<file path="src/rtl/core/smab_pkg.sv">
`timescale 1ns / 1ps
package smab_pkg;

  localparam int NSTAGE = 6;
  localparam int CFG_IDX_W = 2;
  localparam logic [7:0] FULL_SCALE = 8'd255;
  // ceil(2^32 / 255), exact quotient for dividends up to 255^3
  localparam logic [24:0] DIV255_RECIP = 25'd16843010;

  typedef enum logic [CFG_IDX_W-1:0] {
    CFG_BLEND_MODE  = 2'd0,
    CFG_CONST_ALPHA = 2'd1
  } cfg_idx_t;

  typedef enum logic {
    MODE_BLEND     = 1'b0,
    MODE_COMPOSITE = 1'b1
  } blend_mode_t;

  typedef struct packed {
    logic [NSTAGE-1:0] load;
    logic [NSTAGE-1:0] valid;
  } pipe_ctl_t;

  function automatic logic [15:0] div255(input logic [23:0] x);
    logic [48:0] prod;
    prod = {25'd0, x} * {24'd0, DIV255_RECIP};
    return prod[47:32];
  endfunction

  function automatic logic [7:0] sat8(input logic [15:0] v);
    return (v > {8'd0, FULL_SCALE}) ? FULL_SCALE : v[7:0];
  endfunction

endpackage

</file>
<file path="src/rtl/core/smab_cfg.sv">
`timescale 1ns / 1ps
module smab_cfg
  import smab_pkg::*;
(
  input  logic                 clk,
  input  logic                 rst,
  input  logic                 cfg_valid,
  output logic                 cfg_ready,
  input  logic [CFG_IDX_W-1:0] cfg_index,
  input  logic [7:0]           cfg_data,
  output blend_mode_t          blend_mode,
  output logic [7:0]           constant_alpha
);

  assign cfg_ready = 1'b1;

  always_ff @(posedge clk) begin
    if (rst) begin
      blend_mode     <= MODE_BLEND;
      constant_alpha <= FULL_SCALE;
    end else if (cfg_valid && cfg_ready) begin
      case (cfg_idx_t'(cfg_index))
        CFG_BLEND_MODE:  blend_mode <= blend_mode_t'(cfg_data[0]);
        CFG_CONST_ALPHA: constant_alpha <= cfg_data;
        default: ;
      endcase
    end
  end

endmodule

</file>
<file path="src/rtl/core/smab_pipe_ctrl.sv">
`timescale 1ns / 1ps
module smab_pipe_ctrl
  import smab_pkg::*;
(
  input  logic      clk,
  input  logic      rst,
  input  logic      in_valid,
  output logic      in_stall,
  output logic      out_valid,
  input  logic      out_stall,
  output pipe_ctl_t ctl
);

  logic [NSTAGE-1:0] valid;
  logic [NSTAGE-1:0] adv;

  // a stage moves when it is empty or the one after it moves
  always_comb begin
    adv[NSTAGE-1] = !valid[NSTAGE-1] || !out_stall;
    for (int i = NSTAGE - 2; i >= 0; i--) begin
      adv[i] = !valid[i] || adv[i+1];
    end
  end

  always_ff @(posedge clk) begin
    if (rst) begin
      valid <= '0;
    end else begin
      if (adv[0]) begin
        valid[0] <= in_valid;
      end
      for (int i = 1; i < NSTAGE; i++) begin
        if (adv[i]) begin
          valid[i] <= valid[i-1];
        end
      end
    end
  end

  assign in_stall  = !adv[0];
  assign out_valid = valid[NSTAGE-1];
  assign ctl.load  = adv;
  assign ctl.valid = valid;

endmodule

</file>
<file path="src/rtl/core/smab_datapath.sv">
`timescale 1ns / 1ps
module smab_datapath
  import smab_pkg::*;
(
  input  logic        clk,
  input  pipe_ctl_t   ctl,
  input  blend_mode_t blend_mode,
  input  logic [7:0]  constant_alpha,
  input  logic [7:0]  src_c0,
  input  logic [7:0]  src_c1,
  input  logic [7:0]  src_c2,
  input  logic [7:0]  src_alpha,
  input  logic [7:0]  dst_c0,
  input  logic [7:0]  dst_c1,
  input  logic [7:0]  dst_c2,
  input  logic [7:0]  dst_alpha,
  input  logic [7:0]  light_c0,
  input  logic [7:0]  light_c1,
  input  logic [7:0]  light_c2,
  output logic [7:0]  out_c0,
  output logic [7:0]  out_c1,
  output logic [7:0]  out_c2,
  output logic [7:0]  out_alpha
);

  logic [7:0] src_in [3];
  logic [7:0] dst_in [3];
  logic [7:0] lit_in [3];

  assign src_in[0] = src_c0;
  assign src_in[1] = src_c1;
  assign src_in[2] = src_c2;
  assign dst_in[0] = dst_c0;
  assign dst_in[1] = dst_c1;
  assign dst_in[2] = dst_c2;
  assign lit_in[0] = light_c0;
  assign lit_in[1] = light_c1;
  assign lit_in[2] = light_c2;

  // stage 1: products of input bytes
  blend_mode_t s1_mode;
  logic [15:0] s1_asrc;
  logic [15:0] s1_sl   [3];
  logic [15:0] s1_comp [3];
  logic [7:0]  s1_src_a;
  logic [7:0]  s1_dst  [3];
  logic [7:0]  s1_dst_a;

  always_ff @(posedge clk) begin
    if (ctl.load[0]) begin
      s1_mode  <= blend_mode;
      s1_asrc  <= {8'd0, src_alpha} * {8'd0, constant_alpha};
      s1_src_a <= src_alpha;
      s1_dst_a <= dst_alpha;
      for (int k = 0; k < 3; k++) begin
        s1_sl[k]   <= {8'd0, src_in[k]} * {8'd0, lit_in[k]};
        s1_comp[k] <= {8'd0, dst_in[k]} * {8'd0, light_c0};
        s1_dst[k]  <= dst_in[k];
      end
    end
  end

  // stage 2: effective alpha and composite channels
  blend_mode_t s2_mode;
  logic [7:0]  s2_a;
  logic [15:0] s2_sl    [3];
  logic [7:0]  s2_compq [3];
  logic [7:0]  s2_src_a;
  logic [7:0]  s2_dst   [3];
  logic [7:0]  s2_dst_a;

  always_ff @(posedge clk) begin
    if (ctl.load[1]) begin
      s2_mode  <= s1_mode;
      s2_a     <= 8'(div255({8'd0, s1_asrc}));
      s2_src_a <= s1_src_a;
      s2_dst_a <= s1_dst_a;
      for (int k = 0; k < 3; k++) begin
        s2_sl[k]    <= s1_sl[k];
        s2_compq[k] <= 8'(div255({8'd0, s1_comp[k]}));
        s2_dst[k]   <= s1_dst[k];
      end
    end
  end

  // stage 3: weight source and destination
  logic [7:0] s2_b;
  assign s2_b = FULL_SCALE - s2_a;

  blend_mode_t s3_mode;
  logic [23:0] s3_p     [3];
  logic [15:0] s3_db    [3];
  logic [15:0] s3_pa;
  logic [15:0] s3_pd;
  logic [7:0]  s3_compq [3];
  logic [7:0]  s3_dst_a;

  always_ff @(posedge clk) begin
    if (ctl.load[2]) begin
      s3_mode  <= s2_mode;
      s3_pa    <= {8'd0, s2_src_a} * {8'd0, s2_a};
      s3_pd    <= {8'd0, s2_dst_a} * {8'd0, s2_b};
      s3_dst_a <= s2_dst_a;
      for (int k = 0; k < 3; k++) begin
        s3_p[k]     <= {8'd0, s2_sl[k]} * {16'd0, s2_a};
        s3_db[k]    <= {8'd0, s2_dst[k]} * {8'd0, s2_b};
        s3_compq[k] <= s2_compq[k];
      end
    end
  end

  // stage 4: scale the lit source and sum the alpha terms
  blend_mode_t s4_mode;
  logic [15:0] s4_q     [3];
  logic [15:0] s4_db    [3];
  logic [16:0] s4_as;
  logic [7:0]  s4_compq [3];
  logic [7:0]  s4_dst_a;

  always_ff @(posedge clk) begin
    if (ctl.load[3]) begin
      s4_mode  <= s3_mode;
      s4_as    <= {1'b0, s3_pa} + {1'b0, s3_pd};
      s4_dst_a <= s3_dst_a;
      for (int k = 0; k < 3; k++) begin
        s4_q[k]     <= div255(s3_p[k]);
        s4_db[k]    <= s3_db[k];
        s4_compq[k] <= s3_compq[k];
      end
    end
  end

  // stage 5: sum the blend terms
  blend_mode_t s5_mode;
  logic [16:0] s5_s     [3];
  logic [16:0] s5_as;
  logic [7:0]  s5_compq [3];
  logic [7:0]  s5_dst_a;

  always_ff @(posedge clk) begin
    if (ctl.load[4]) begin
      s5_mode  <= s4_mode;
      s5_as    <= s4_as;
      s5_dst_a <= s4_dst_a;
      for (int k = 0; k < 3; k++) begin
        s5_s[k]     <= {1'b0, s4_q[k]} + {1'b0, s4_db[k]};
        s5_compq[k] <= s4_compq[k];
      end
    end
  end

  // stage 6: final divide, clamp and mode select
  logic [7:0] blend_c [3];
  logic [7:0] blend_a;

  always_comb begin
    for (int k = 0; k < 3; k++) begin
      blend_c[k] = sat8(div255({7'd0, s5_s[k]}));
    end
    blend_a = sat8(div255({7'd0, s5_as}));
  end

  always_ff @(posedge clk) begin
    if (ctl.load[5]) begin
      if (s5_mode == MODE_COMPOSITE) begin
        out_c0    <= s5_compq[0];
        out_c1    <= s5_compq[1];
        out_c2    <= s5_compq[2];
        out_alpha <= s5_dst_a;
      end else begin
        out_c0    <= blend_c[0];
        out_c1    <= blend_c[1];
        out_c2    <= blend_c[2];
        out_alpha <= blend_a;
      end
    end
  end

endmodule

</file>
<file path="src/rtl/core/shadow_modulated_alpha_blend_top.sv">
`timescale 1ns / 1ps
// throughput: one word per cycle while out_stall is low, through the six-stage multiply/divide pipeline
// output stall backs up through the stages; input stall only when all stages hold words
// reset: synchronous, clears all stage valid bits, blend_mode to blend, constant_alpha to 255
module shadow_modulated_alpha_blend_top
  import smab_pkg::*;
(
  input  logic                 clk,
  input  logic                 rst,
  input  logic                 cfg_valid,
  output logic                 cfg_ready,
  input  logic [CFG_IDX_W-1:0] cfg_index,
  input  logic [7:0]           cfg_data,
  input  logic                 in_valid,
  output logic                 in_stall,
  input  logic [7:0]           src_c0,
  input  logic [7:0]           src_c1,
  input  logic [7:0]           src_c2,
  input  logic [7:0]           src_alpha,
  input  logic [7:0]           dst_c0,
  input  logic [7:0]           dst_c1,
  input  logic [7:0]           dst_c2,
  input  logic [7:0]           dst_alpha,
  input  logic [7:0]           light_c0,
  input  logic [7:0]           light_c1,
  input  logic [7:0]           light_c2,
  output logic                 out_valid,
  input  logic                 out_stall,
  output logic [7:0]           out_c0,
  output logic [7:0]           out_c1,
  output logic [7:0]           out_c2,
  output logic [7:0]           out_alpha
);

  blend_mode_t blend_mode;
  logic [7:0]  constant_alpha;
  pipe_ctl_t   ctl;

  smab_cfg u_cfg (
    .clk            (clk),
    .rst            (rst),
    .cfg_valid      (cfg_valid),
    .cfg_ready      (cfg_ready),
    .cfg_index      (cfg_index),
    .cfg_data       (cfg_data),
    .blend_mode     (blend_mode),
    .constant_alpha (constant_alpha)
  );

  smab_pipe_ctrl u_ctrl (
    .clk       (clk),
    .rst       (rst),
    .in_valid  (in_valid),
    .in_stall  (in_stall),
    .out_valid (out_valid),
    .out_stall (out_stall),
    .ctl       (ctl)
  );

  smab_datapath u_dp (
    .clk            (clk),
    .ctl            (ctl),
    .blend_mode     (blend_mode),
    .constant_alpha (constant_alpha),
    .src_c0         (src_c0),
    .src_c1         (src_c1),
    .src_c2         (src_c2),
    .src_alpha      (src_alpha),
    .dst_c0         (dst_c0),
    .dst_c1         (dst_c1),
    .dst_c2         (dst_c2),
    .dst_alpha      (dst_alpha),
    .light_c0       (light_c0),
    .light_c1       (light_c1),
    .light_c2       (light_c2),
    .out_c0         (out_c0),
    .out_c1         (out_c1),
    .out_c2         (out_c2),
    .out_alpha      (out_alpha)
  );

  a_no_input_stall_when_drained: assert property (@(posedge clk) disable iff (rst)
    !out_stall |-> !in_stall)
    else $error("input stalled while output is free");

  a_stall_only_when_full: assert property (@(posedge clk) disable iff (rst)
    in_stall |-> (&ctl.valid))
    else $error("input stalled with an empty pipeline stage");

  a_cfg_reset_values: assert property (@(posedge clk)
    rst |=> (blend_mode == MODE_BLEND) && (constant_alpha == FULL_SCALE))
    else $error("configuration registers not at reset values");

  a_valid_follows_stage: assert property (@(posedge clk) disable iff (rst)
    (ctl.valid[NSTAGE-2] && ctl.load[NSTAGE-1]) |=> out_valid)
    else $error("word lost between last two stages");

endmodule

</file>
<file path="config.mk">
export PLATFORM = sky130hd
export DESIGN_NAME = shadow_modulated_alpha_blend_top
export DESIGN_NICKNAME = d
export VERILOG_FILES = /design/src/rtl/core/smab_pkg.sv /design/src/rtl/core/smab_cfg.sv /design/src/rtl/core/smab_pipe_ctrl.sv /design/src/rtl/core/smab_datapath.sv /design/src/rtl/core/shadow_modulated_alpha_blend_top.sv
export SDC_FILE = /design/constraint.sdc
export NUM_CORES = 2
export LEC_CHECK = 0
export BUFFER_PORTS_ARGS = -buffer_cell sky130_fd_sc_hd__buf_2
export CAP_MARGIN = 20
export CORE_ASPECT_RATIO = 0.9
export CORE_MARGIN = 2
export CORE_UTILIZATION = 70
export DETAILED_ROUTE_END_ITERATION = 16
export PLACE_DENSITY_LB_ADDON = 0.1
export SYNTH_ARGS = -nofsm -noshare
export SYNTH_HDL_FRONTEND = slang
export SYNTH_HIERARCHICAL = 1
export SYNTH_SLANG_ARGS = --single-unit
export TNS_END_PERCENT = 1
</file>
<file path="constraint.sdc">
create_clock -name clk -period 10.29 [get_ports clk]
set_clock_uncertainty 0.1 [all_clocks]
set_input_delay 1.5435 -clock clk [delete_from_list [all_inputs] [get_ports clk]]
set_output_delay 1.5435 -clock clk [all_outputs]
set_load 0.01 [all_outputs]
</file>
==> metrics.yaml <==
outcome:
  status: "finished clean"
cts:
  cts_tree: "built"
  clk_path_buf_depth: 3
  h-tree-depth: 3
  post_cts_resized: 0
  cts_hold_buf: 0
  cts.clk_slew.worst_paths_ns: 0.06
  postCtsSetupBuffers: 0
  clock_latency_ns: 0.69
  cts_made_buffers: 83
  cts-root-buf: "clkbuf_16"
  cts_sinks: 753
synthesis:
  synth_warnings: 6
  synth_nets: 10108
  netlist_instances: 7507
  syn_area_per_cell_sq_um: 10.9
  synth.cell_area_sq_um: 81600
sta:
  fin_tns_setup_ns: 0
  fin_crit_ns: 6.22
  setup_violations: 0
  final-hold-violation-count: 0
  finalMaxSlewViolations: 0
  grt_setup_unrepaired: "false"
  tightest_slew_ns: 1.08
  max_clock_freq_mhz: 161
  post-route-period-util_pct: 60.5
  relSlewSlack_pct: 27.8
placed_design:
  dp_hpwl_mm: 135
  gp_congestion: 0.884
  io_buffer_count: 136
die:
  rows: 118
  dieArea_sq_um: 119000
  ios: 138
  core_area_sq_um: 115000
  die_h_microns: 328
  start_util_pct: 70.8
  die_x_microns: 364
finish:
  synthToLayoutAreaGrowth_pct: 6.40
  final_util_pct: 75.3
  final_nets: 10240
  drive_gt1_share_pct: 4.20
global_route:
  grt_pass1_vias: 55479
  antenna_found_initial: 25
  grt_max_degree: 159
  overflow: 0
  track_usage_pct: 29.7
  grt_pass1_wl_mm: 281
critical_path:
  r2r_slack_ns: 4.07
  r2r_end: "u_dp/s3_p[0][70]"
  rr_startpoint: "u_dp/s2_a[3]"
  reg2regPathDepth: 20
  crit_required_ns: 10.62
  cp-startpoint: "u_dp/s2_a[3]"
  path_class: "reg2reg"
  arrival_ns: 6.56
  critPathMaxFanout: 49
  end_kind: "register"
  crit_path_start_kind: "register"
  critPathCapture: "u_dp/s3_p[0][70]"
routing:
  wirelength_mm: 171
  ant_nets: 0
  routed_via_density: 5.73
  dr.pass1.iters: 6
  drt_iter0_drc: 3333
  vias: 53156
  wl_per_cell_microns: 18.4
  drc: 0
hold_path:
  holdPathStages: 0
  hp-class: "reg2reg"
run:
  maxCapViolations: 0
==> stage by stage <==
step / instance area [sq um] / worst slack, ns / std cells / hold slack, ns
4_1_cts: 86800 / 4.15 / 9267 / 0.316
2_1_floorplan: 81600 / 3.84 / 7507 / 0.300
6_report: 86800 / 4.07 / 9283 / 0.310
3_5_place_dp: 84000 / 3.73 / 9114 / 0.305
3_3_place_gp: 84000 / 3.86 / 9113 / 0.300
5_1_grt: 86800 / 3.66 / 9275 / 0.317
==> final cells by class <==
type	instances	area, sq um
sequential	753	22500
fill	7869	28500
multi-input combinational	5438	54200
tap	1560	1950
inverter	1202	4520
timing repair buffer	161	903
clock inverter	61	607
clock buffer	92	2130
antenna	16	40.0
==> cells in the final DEF, fill, tap and decap left out, types with 137 or more instances in the layout <==
master,n
a21oi_1,241
and2_1,506
buf_2,137
edfxtp_1,738
fa_1,752
ha_1,1746
inv_1,1200
nand2_1,534
nand2b_1,153
nor2_1,241
nor2b_1,229
o21ai_0,183
xnor2_1,231
==> worst min path at each step <==
stage | to | startpoint
3_5_place_dp | u_dp/s2_sl[0][19] | u_dp/s1_sl[0][19]
4_1_cts | u_dp/s4_compq[0][15] | u_dp/s3_compq[0][15]
2_1_floorplan | u_dp/s2_dst[0][0] | u_dp/s1_dst[0][0]
6_report | u_dp/s4_db[0][13] | u_dp/s3_db[0][13]
3_3_place_gp | u_dp/s2_dst[0][14] | u_dp/s1_dst[0][14]
5_1_grt | u_dp/s4_db[0][13] | u_dp/s3_db[0][13]
==> sequential cells by signal, indices dropped and copies added (netlist names), 48 cells and up <==
signal,cells
u_dp/s4_q,48
u_dp/s1_sl,48
u_dp/s1_comp,48
u_dp/s3_p,72
u_dp/s3_db,48
u_dp/s4_db,48
u_dp/s2_sl,48
u_dp/s5_s,51
==> metal layers <==
| metal | vias to the layer above | wire (microns) | global-route usage (%) |
|---|---|---|---|
| met3 | 245 | 12300 | 6.80 |
| met5 | - | 118 | 0 |
| li1 | 25405 | - | - |
| met4 | 18 | 4000 | 7.65 |
| met2 | 1335 | 78500 | 47.2 |
| met1 | 26153 | 76200 | 41.5 |
==> worst max-delay path, stage by stage (launching register included) <==
cell,delay (ns)
edfxtp_1,0.32
buf_4,0.41
buf_4,0.60
nand2_1,0.15
fa_1,0.54
inv_1,0.05
fa_1,0.40
inv_1,0.08
fa_1,0.43
fa_1,0.49
inv_1,0.04
ha_1,0.29
or2_2,0.32
o31ai_1,0.07
a21oi_1,0.12
a31oi_1,0.28
a21oi_1,0.13
o41ai_1,0.58
o2111ai_1,0.22
a21oi_1,0.20
xnor2_1,0.08
Power is not shown: default switching activity piles up to over one toggle a cycle in this logic, so the estimate is an artifact.
